File: src/rtl/core/qves_pkg.sv
// Shared widths, defaults and mapping selector codes for the entry search block.
package qves_pkg;

    localparam int W_VAL   = 16;
    localparam int W_ENTRY = 8;
    localparam int W_SEL   = 5;

    localparam int ENTRY_MAX_DEF = 255;

    // mapping selector codes; anything above MAP_16B_FASTEST acts as identity
    localparam logic [W_SEL-1:0] MAP_IDENT       = 5'd0;
    localparam logic [W_SEL-1:0] MAP_8B_FAST1    = 5'd1;
    localparam logic [W_SEL-1:0] MAP_8B_FAST2    = 5'd2;
    localparam logic [W_SEL-1:0] MAP_8B_FAST3    = 5'd3;
    localparam logic [W_SEL-1:0] MAP_8B_FAST4    = 5'd4;
    localparam logic [W_SEL-1:0] MAP_8B_FAST5    = 5'd5;
    localparam logic [W_SEL-1:0] MAP_8B_FAST6    = 5'd6;
    localparam logic [W_SEL-1:0] MAP_8B_FAST7    = 5'd7;
    localparam logic [W_SEL-1:0] MAP_8B_FASTEST  = 5'd8;
    localparam logic [W_SEL-1:0] MAP_10B         = 5'd9;
    localparam logic [W_SEL-1:0] MAP_10B_FAST1   = 5'd10;
    localparam logic [W_SEL-1:0] MAP_10B_FAST2   = 5'd11;
    localparam logic [W_SEL-1:0] MAP_10B_FAST3   = 5'd12;
    localparam logic [W_SEL-1:0] MAP_10B_FAST4   = 5'd13;
    localparam logic [W_SEL-1:0] MAP_10B_FASTEST = 5'd14;
    localparam logic [W_SEL-1:0] MAP_12B         = 5'd15;
    localparam logic [W_SEL-1:0] MAP_12B_FASTEST = 5'd16;
    localparam logic [W_SEL-1:0] MAP_16B         = 5'd17;
    localparam logic [W_SEL-1:0] MAP_16B_FASTEST = 5'd18;

endpackage

File: src/rtl/core/quant_value_to_entry_search.sv
// Top level: quantizer value to entry index search with one shared mapping unit.
//
// Usage
//   Input channel (i_in_valid / o_in_ready) carries a target value and a
//   round-up flag; the output channel (o_out_valid / i_out_ready) returns the
//   chosen entry index, 1 to P_ENTRY_MAX. Exactly one result per item.
//   i_cfg_we with i_cfg_wdata writes the mapping selector; write it only
//   while the block is idle. Codes above 18 behave as identity.
// Sequence
//   One mapping evaluation per cycle: the end values are fetched first,
//   then come the binary search probes (at most eight for 255 entries),
//   then the bracket settles, then the walk-down steps over equal mapped
//   values, and last the output register is loaded. The next item is taken
//   only once the sequencer is back in idle.
// Reset and stalls
//   Synchronous active-low reset returns the sequencer to idle, drops the
//   output valid and sets the selector to identity. A finished result sits
//   in the output register; the next item is accepted meanwhile, and its
//   result waits in the walk-down state until the output register frees.
module quant_value_to_entry_search #(
    parameter int P_ENTRY_MAX = qves_pkg::ENTRY_MAX_DEF
) (
    input  logic                         i_clk,
    input  logic                         i_rst_n,
    input  logic                         i_cfg_we,
    input  logic [qves_pkg::W_SEL-1:0]   i_cfg_wdata,
    input  logic                         i_in_valid,
    output logic                         o_in_ready,
    input  logic [qves_pkg::W_VAL-1:0]   i_target_value,
    input  logic                         i_round_up,
    output logic                         o_out_valid,
    input  logic                         i_out_ready,
    output logic [qves_pkg::W_ENTRY-1:0] o_entry_index
);
    import qves_pkg::*;

    // sequencer states
    localparam logic [2:0] S_IDLE = 3'd0;  // waiting for an item
    localparam logic [2:0] S_LO   = 3'd1;  // fetch value of entry 1
    localparam logic [2:0] S_HI   = 3'd2;  // fetch value of the last entry
    localparam logic [2:0] S_SRCH = 3'd3;  // binary search probes
    localparam logic [2:0] S_WALK = 3'd4;  // step down over equal values

    localparam logic [W_ENTRY-1:0] ENTRY_LAST = W_ENTRY'(P_ENTRY_MAX);
    localparam logic [W_ENTRY-1:0] ENTRY_ONE  = W_ENTRY'(1);

    logic [2:0]         r_state, n_state;
    logic [W_SEL-1:0]   r_sel;
    logic [W_VAL-1:0]   r_q;
    logic               r_up;
    logic [W_ENTRY-1:0] r_lo_e, n_lo_e, r_hi_e, n_hi_e, r_pick_e, n_pick_e;
    logic [W_VAL-1:0]   r_lo_v, n_lo_v, r_hi_v, n_hi_v, r_pick_v, n_pick_v;
    logic               r_out_valid, n_out_valid;
    logic [W_ENTRY-1:0] r_out_e, n_out_e;

    logic [W_ENTRY-1:0] map_e;
    logic [W_VAL-1:0]   map_v;
    logic [W_ENTRY:0]   mid_sum;
    logic [W_ENTRY-1:0] mid_e;
    logic               in_acc, out_free;

    qves_mapper u_mapper (
        .i_sel   (r_sel),
        .i_entry (map_e),
        .o_value (map_v)
    );

    assign mid_sum  = {1'b0, r_lo_e} + {1'b0, r_hi_e};
    assign mid_e    = mid_sum[W_ENTRY:1];
    assign in_acc   = i_in_valid && o_in_ready;
    assign out_free = !r_out_valid || i_out_ready;

    // address of the shared mapping unit
    always_comb begin
        case (r_state)
            S_LO:    map_e = ENTRY_ONE;
            S_HI:    map_e = ENTRY_LAST;
            S_WALK:  map_e = r_pick_e - ENTRY_ONE;
            default: map_e = mid_e;
        endcase
    end

    always_comb begin
        n_state     = r_state;
        n_lo_e      = r_lo_e;
        n_hi_e      = r_hi_e;
        n_lo_v      = r_lo_v;
        n_hi_v      = r_hi_v;
        n_pick_e    = r_pick_e;
        n_pick_v    = r_pick_v;
        n_out_valid = r_out_valid && !i_out_ready;
        n_out_e     = r_out_e;
        case (r_state)
            S_IDLE: begin
                if (in_acc) begin
                    n_state = S_LO;
                end
            end
            S_LO: begin
                n_lo_e  = ENTRY_ONE;
                n_lo_v  = map_v;
                n_state = S_HI;
            end
            S_HI: begin
                n_hi_e   = ENTRY_LAST;
                n_hi_v   = map_v;
                n_pick_e = r_lo_e;
                n_pick_v = r_lo_v;
                n_state  = S_SRCH;
            end
            S_SRCH: begin
                if (r_q > r_lo_v && r_q < r_hi_v && mid_e != r_lo_e) begin
                    // probe the midpoint
                    n_pick_e = mid_e;
                    n_pick_v = map_v;
                    if (r_q < map_v) begin
                        n_hi_e = mid_e;
                        n_hi_v = map_v;
                    end else begin
                        n_lo_e = mid_e;
                        n_lo_v = map_v;
                    end
                end else begin
                    // bracket settled: choose the entry
                    n_state = S_WALK;
                    if (r_q <= r_lo_v) begin
                        n_pick_e = r_lo_e;
                        n_pick_v = r_lo_v;
                    end else if (r_q >= r_hi_v || r_up) begin
                        n_pick_e = r_hi_e;
                        n_pick_v = r_hi_v;
                    end else begin
                        // strictly between, round down: keep last probed value
                        n_pick_e = r_lo_e;
                    end
                end
            end
            S_WALK: begin
                if (r_pick_e > ENTRY_ONE && map_v == r_pick_v) begin
                    n_pick_e = r_pick_e - ENTRY_ONE;
                end else if (out_free) begin
                    n_out_valid = 1'b1;
                    n_out_e     = r_pick_e;
                    n_state     = S_IDLE;
                end
            end
            default: begin
                n_state = S_IDLE;
            end
        endcase
    end

    always_ff @(posedge i_clk) begin
        if (!i_rst_n) begin
            r_state     <= S_IDLE;
            r_sel       <= MAP_IDENT;
            r_out_valid <= 1'b0;
        end else begin
            r_state     <= n_state;
            r_out_valid <= n_out_valid;
            if (i_cfg_we) begin
                r_sel <= i_cfg_wdata;
            end
        end
    end

    // payload registers
    always_ff @(posedge i_clk) begin
        if (in_acc) begin
            r_q  <= i_target_value;
            r_up <= i_round_up;
        end
        r_lo_e   <= n_lo_e;
        r_hi_e   <= n_hi_e;
        r_lo_v   <= n_lo_v;
        r_hi_v   <= n_hi_v;
        r_pick_e <= n_pick_e;
        r_pick_v <= n_pick_v;
        r_out_e  <= n_out_e;
    end

    assign o_in_ready    = (r_state == S_IDLE);
    assign o_out_valid   = r_out_valid;
    assign o_entry_index = r_out_e;

    // checks
    a_out_range: assert property (@(posedge i_clk) disable iff (!i_rst_n)
        o_out_valid |-> (o_entry_index >= ENTRY_ONE && o_entry_index <= ENTRY_LAST))
        else $error("entry index out of range");

    a_start: assert property (@(posedge i_clk) disable iff (!i_rst_n)
        in_acc |=> (r_state == S_LO))
        else $error("accepted item did not start the search");

    a_bracket: assert property (@(posedge i_clk) disable iff (!i_rst_n)
        (r_state == S_SRCH) |-> (r_lo_e < r_hi_e))
        else $error("search bracket collapsed");

    a_walk_floor: assert property (@(posedge i_clk) disable iff (!i_rst_n)
        (r_state == S_WALK) |-> (r_pick_e >= ENTRY_ONE))
        else $error("walk-down passed entry 1");

    a_hold: assert property (@(posedge i_clk) disable iff (!i_rst_n)
        (o_out_valid && !i_out_ready) |=> (o_out_valid && $stable(o_entry_index)))
        else $error("stalled result changed");

endmodule

File: src/rtl/core/qves_mapper.sv
// Shared entry-to-value mapping unit: one evaluation of the selected mapping.
module qves_mapper (
    input  logic [qves_pkg::W_SEL-1:0]   i_sel,
    input  logic [qves_pkg::W_ENTRY-1:0] i_entry,
    output logic [qves_pkg::W_VAL-1:0]   o_value
);
    import qves_pkg::*;

    logic [W_VAL-1:0] e;
    logic [W_VAL-1:0] v;

    assign e = {{(W_VAL-W_ENTRY){1'b0}}, i_entry};

    always_comb begin
        v = e;
        case (i_sel)
            MAP_8B_FAST1: begin
                if (e <= 16)       v = e;
                else if (e < 128)  v = 16'(2*e - 16);
                else               v = 16'd255;
            end
            MAP_8B_FAST2: begin
                if (e <= 16)       v = e;
                else if (e <= 64)  v = 16'(2*e - 16);
                else if (e <= 99)  v = 16'(4*e - 144);
                else               v = 16'd255;
            end
            MAP_8B_FAST3: begin
                if (e <= 16)       v = 16'(2*e);
                else if (e <= 32)  v = 16'(4*e - 32);
                else if (e < 52)   v = 16'(8*e - 160);
                else               v = 16'd255;
            end
            MAP_8B_FAST4: begin
                if (e <= 8)        v = 16'(2*e);
                else if (e <= 16)  v = 16'(4*e - 16);
                else if (e <= 32)  v = 16'(8*e - 80);
                else if (e < 37)   v = 16'(16*e - 336);
                else               v = 16'd255;
            end
            MAP_8B_FAST5: begin
                if (e <= 8)        v = 16'(2*e);
                else if (e <= 14)  v = 16'(4*e - 16);
                else if (e <= 20)  v = 16'(8*e - 72);
                else if (e <= 24)  v = 16'(16*e - 232);
                else if (e < 28)   v = 16'(32*e - 616);
                else               v = 16'd255;
            end
            MAP_8B_FAST6: begin
                if (e <= 8)        v = 16'(2*e);
                else if (e <= 14)  v = 16'(4*e - 16);
                else if (e == 15)  v = 16'd64;
                else if (e == 16)  v = 16'd96;
                else if (e == 17)  v = 16'd128;
                else if (e == 18)  v = 16'd176;
                else               v = 16'd255;
            end
            MAP_8B_FAST7: begin
                if (e <= 5)        v = 16'(2*e);
                else if (e <= 8)   v = 16'(4*e - 10);
                else if (e <= 11)  v = 16'(8*e - 42);
                else if (e == 12)  v = 16'd96;
                else if (e == 13)  v = 16'd128;
                else               v = 16'd255;
            end
            MAP_8B_FASTEST: begin
                if (e <= 1)        v = 16'd2;
                else if (e <= 5)   v = 16'(4*e - 2);
                else if (e == 6)   v = 16'd32;
                else if (e == 7)   v = 16'd128;
                else               v = 16'd255;
            end
            MAP_10B: begin
                if (e <= 16)       v = e;
                else if (e <= 64)  v = 16'(2*e);
                else if (e <= 128) v = 16'(3*e);
                else if (e < 255)  v = 16'(4*e);
                else               v = 16'd1023;
            end
            MAP_10B_FAST1: begin
                if (e < 8)         v = e;
                else if (e <= 16)  v = 16'(2*e);
                else if (e <= 64)  v = 16'(3*e);
                else if (e <= 128) v = 16'(4*e);
                else if (e <= 204) v = 16'(5*e);
                else               v = 16'd1023;
            end
            MAP_10B_FAST2: begin
                if (e <= 2)        v = e;
                else if (e <= 4)   v = 16'(2*e);
                else if (e <= 8)   v = 16'(3*e);
                else if (e <= 16)  v = 16'(4*e);
                else if (e <= 64)  v = 16'(5*e);
                else if (e <= 128) v = 16'(6*e);
                else if (e <= 146) v = 16'(7*e);
                else               v = 16'd1023;
            end
            MAP_10B_FAST3: begin
                if (e <= 4)        v = 16'(2*e);
                else if (e <= 8)   v = 16'(4*e);
                else if (e <= 16)  v = 16'(8*e);
                else if (e < 64)   v = 16'(16*e);
                else               v = 16'd1023;
            end
            MAP_10B_FAST4: begin
                if (e <= 4)        v = 16'(4*e);
                else if (e <= 8)   v = 16'(8*e);
                else if (e <= 16)  v = 16'(16*e);
                else if (e < 32)   v = 16'(32*e);
                else               v = 16'd1023;
            end
            MAP_10B_FASTEST: begin
                if (e >= 1 && e < 10) v = 16'd1 << (e - 16'd1);
                else                  v = 16'd1023;
            end
            MAP_12B: begin
                if (e <= 8)        v = e;
                else if (e <= 16)  v = 16'(4*e);
                else if (e <= 32)  v = 16'(6*e);
                else if (e <= 64)  v = 16'(4*e);
                else if (e <= 128) v = 16'(8*e);
                else if (e < 255)  v = 16'(16*e);
                else               v = 16'd4095;
            end
            MAP_12B_FASTEST: begin
                if (e >= 1 && e < 12) v = 16'd1 << (e - 16'd1);
                else                  v = 16'd4095;
            end
            MAP_16B: begin
                if (e <= 1)        v = e;
                else if (e <= 2)   v = 16'(2*e);
                else if (e <= 4)   v = 16'(4*e);
                else if (e <= 8)   v = 16'(8*e);
                else if (e <= 16)  v = 16'(16*e);
                else if (e <= 32)  v = 16'(32*e);
                else if (e <= 64)  v = 16'(64*e);
                else if (e <= 128) v = 16'(128*e);
                else if (e < 255)  v = 16'(256*e);
                else               v = 16'd65535;
            end
            MAP_16B_FASTEST: begin
                if (e >= 1 && e < 16) v = 16'd1 << (e - 16'd1);
                else                  v = 16'd65535;
            end
            default: begin
                v = e;
            end
        endcase
    end

    assign o_value = v;

endmodule
File: config.mk
export PLATFORM = sky130hd
export DESIGN_NAME = quant_value_to_entry_search
export DESIGN_NICKNAME = d
export VERILOG_FILES = /design/src/rtl/core/qves_pkg.sv /design/src/rtl/core/quant_value_to_entry_search.sv /design/src/rtl/core/qves_mapper.sv
export SDC_FILE = /design/constraint.sdc
export NUM_CORES = 1
export LEC_CHECK = 0
export ABC_AREA = 1
export BUFFER_PORTS_ARGS = -buffer_cell sky130_fd_sc_hd__buf_2
export CORE_ASPECT_RATIO = 0.8
export CORE_MARGIN = 2
export CORE_UTILIZATION = 36
export DETAILED_ROUTE_END_ITERATION = 8
export PLACE_DENSITY = 0.59
export RECOVER_POWER = 100
export SYNTH_ARGS = -nofsm -noshare
export SYNTH_HDL_FRONTEND = slang
export SYNTH_SLANG_ARGS = --single-unit
File: constraint.sdc
create_clock -name i_clk -period 21 [get_ports i_clk]
set_clock_uncertainty 0.05 [all_clocks]
set_input_delay 4.2 -clock i_clk [delete_from_list [all_inputs] [get_ports i_clk]]
set_output_delay 4.2 -clock i_clk [all_outputs]
set_load 0.03 [all_outputs]
==> impl_metrics.yaml <==
outcome:
  status: "complete, but fails checks"
  violations: "capacitance limit, slew limit"
synth:
  synth_top_family_by_area: "simple AND/OR/NAND/NOR gates"
  ys_types: 59
  yosysWarnings: 0
  synth-xor-area-share_pct: 3.20
  synth.top_cells.by_area: "edfxtp_1, nand2_1, ha_1, inv_1, nor2_1"
  syn_area_per_cell_sq_um: 6.06
  ys_ff_latch: 106
  synth_edf_count: 97
  synth_nets: 2630
  synth_top_area_share_pct: 19.4
  yosysTopAreaCell: "edfxtp_1"
  seq_area_frac_synth_pct: 20.6
  yosys.area_share.simple_pct: 38.9
  synth_fa_ha_area_share_pct: 10.5
  synth_mux_area_share_pct: 0.291
  synthesis.area_sq_um: 15000
  synth_compound_area_share_pct: 15.2
  synthFlopType: "edfxtp_1"
  synth_cells: 2483
  async_flop_share_pct: 0
timing:
  slew_headroom_pct: -79.2
  setup_ws_ns: 7.66
  finalSetupViolCount: 0
  rsz0062_at_grt: "false"
  fin_crit_ns: 13.34
  worstMarginPinSlew_ns: 2.69
  fin_crit_sh_pct: 63.5
  finalMaxSlewViolations: 145
  fmax_ghz: 0.0750
  hold_viol_final: 0
  finalSetupTns_ns: 0
final_layout:
  fin_cells: 3031
  drive_gt1_share_pct: 5.07
  final_util_pct: 39.0
  mostFrequentLayoutCells: "nand2_1, inv_1, nor2_1"
  final_nets: 2628
  area_delta_synth_final_pct: 6.15
  fillers: 4557
  multi_input_area_sq_um: 10200
  regArea_sq_um: 3090
  final_common_cell: "nand2_1"
routing:
  antenna_left: 0
  viasPerCell: 5.88
  drt_iter0_drc: 2646
  totalWireLength_mm: 75.6
  drc: 0
  wl_per_cell_microns: 24.9
  vias: 17800
  firstDrtPassIters: 6
place:
  numPortBuffers: 36
  dp_slack_ns: 12.27
  dp.cells: 3014
  place_hpwl_mm: 58.2
  place_congestion: 1.05
die:
  design.portCount: 37
  dieHeight_microns: 187
  die_area_sq_um: 43500
  die_x_microns: 233
  start_util_pct: 36.7
  num_rows: 66
  core_area_sq_um: 41000
hold_path:
  whs_path_depth: 0
  holdCritStartpoint: "r_pick_e[1]"
  hold-path-endpoint: "o_entry_index[1]"
  hp-class: "register to register"
cts:
  clockBufferDepth: 2
  cts-root-buf: "clkbuf_16"
  htreeDepth: 3
  cts_buffers: 9
  cts_tree: "done"
  cts_hold_buf: 0
  cts_resized: 0
  cts_setup_buffers: 0
  path_clk_slew_ns: 0.07
  numClockSinks: 106
  clock_latency_ns: 0.35
global_route:
  met1_usage_pct: 51.4
  grtUsageTotal_pct: 34.2
  grt_max_degree: 49
  use_met3_pct: 10.6
  grt_pass1_vias: 16700
  grtUsageMet2_pct: 46.2
  busiest_layer: "met1"
  grt_antenna_before_repair: 1
  overflow: 0
  grt_pass1_wl_mm: 111
critical_path:
  worst-r2r-cell-count: 33
  max_stage_delay_ns: 1.92
  rrSetupSlack_ns: 7.66
  crit_fanout: 48
  timing_worst_setup_path_type: "register to register"
  cp.arrival_ns: 13.28
  cp_num_buf_inv: 8
  slowest_stage: "clkbuf_1"
  crit_family: "buffers and inverters"
  crit_required_ns: 20.94
  reg2reg_from: "r_lo_e[0]"
  end_kind: "register"
  timing.rr.end: "r_hi_e[4]"
  worst-path-stages: 33
  startpoint_type: "register"
  crit_top_cell: "nand2_1"
run:
  maxCapViolCount: 4
-- layout make-up --
class	count	share of cell area [%]
multi-input combinational	1956	64.1
sequential	106	19.4
inverter	336	7.90
tap	544	4.26
timing repair buffer	72	2.56
clock buffer	12	1.61
clock inverter	4	0.204
antenna	1	0.0157
-- layer usage --
metal  routed length (microns)  share of wire, %
met2                     28900                38
met1                     34400                46
met3                     10000                13
met5                         0                 0
met4                      2310               3.1
-- kinds of logic (layout without fill, tap and decap cells) --
group,Yosys count,count (layout)
and+or+nand+nor,1388,1388
buffers and inverters,421,424
DFF,106,106
AOI/OAI and AO/OA,389,389
other,0,1
muxes,4,4
xor gates and xnor gates,55,55
adders and majority gates,120,120
-- worst max path at each step --
stage	startpoint	endpoint	slack, ns
after floorplan	r_lo_e[0]	r_hi_e[0]	14.20
after global placement	r_lo_e[0]	r_hi_e[5]	12.43
after detailed placement	r_lo_e[0]	r_hi_e[6]	12.27
after CTS	r_lo_e[0]	r_hi_e[5]	12.23
after global routing	r_lo_e[0]	r_hi_v[14]	6.91
final	r_lo_e[0]	r_hi_e[4]	7.66
-- stage by stage --
step	hold WS, ns	area, sq um
floorplan	0.401	15000
CTS	0.463	16100
detailed placement	0.435	15800
finish	0.473	16000
global route	0.483	16000
global placement	0.455	15800
-- synth_stat cells (all sizes together) (2+ instances only) --
cell / number
ha: 109
mux2: 3
xnor2: 9
nand4: 48
nand3b: 7
a31oi: 3
nor3: 29
a2111oi: 3
clkinv: 6
o211ai: 43
edfxtp: 97
o22ai: 2
o21bai: 4
a22oi: 2
o21ai: 129
a21oi: 152
nor4: 2
nand2: 773
or2: 8
clkbuf: 22
nor2: 299
o31ai: 6
o221ai: 18
xor2: 46
o2111ai: 8
fa: 11
o21a: 3
inv: 330
buf: 63
a211oi: 9
nand3: 220
dfxtp: 9
-- registers in the layout, indices dropped and copies added, names as in the netlist, 5 cells and up --
name,cells
r_lo_v,16
r_hi_v,16
r_pick_e,8
r_pick_v,16
r_sel,5
r_hi_e,8
r_lo_e,8
o_entry_index,8
r_q,16
Power is left out: the tool's default activity adds up to more than one toggle a clock period on the data nets, which glitch-free logic cannot reach.
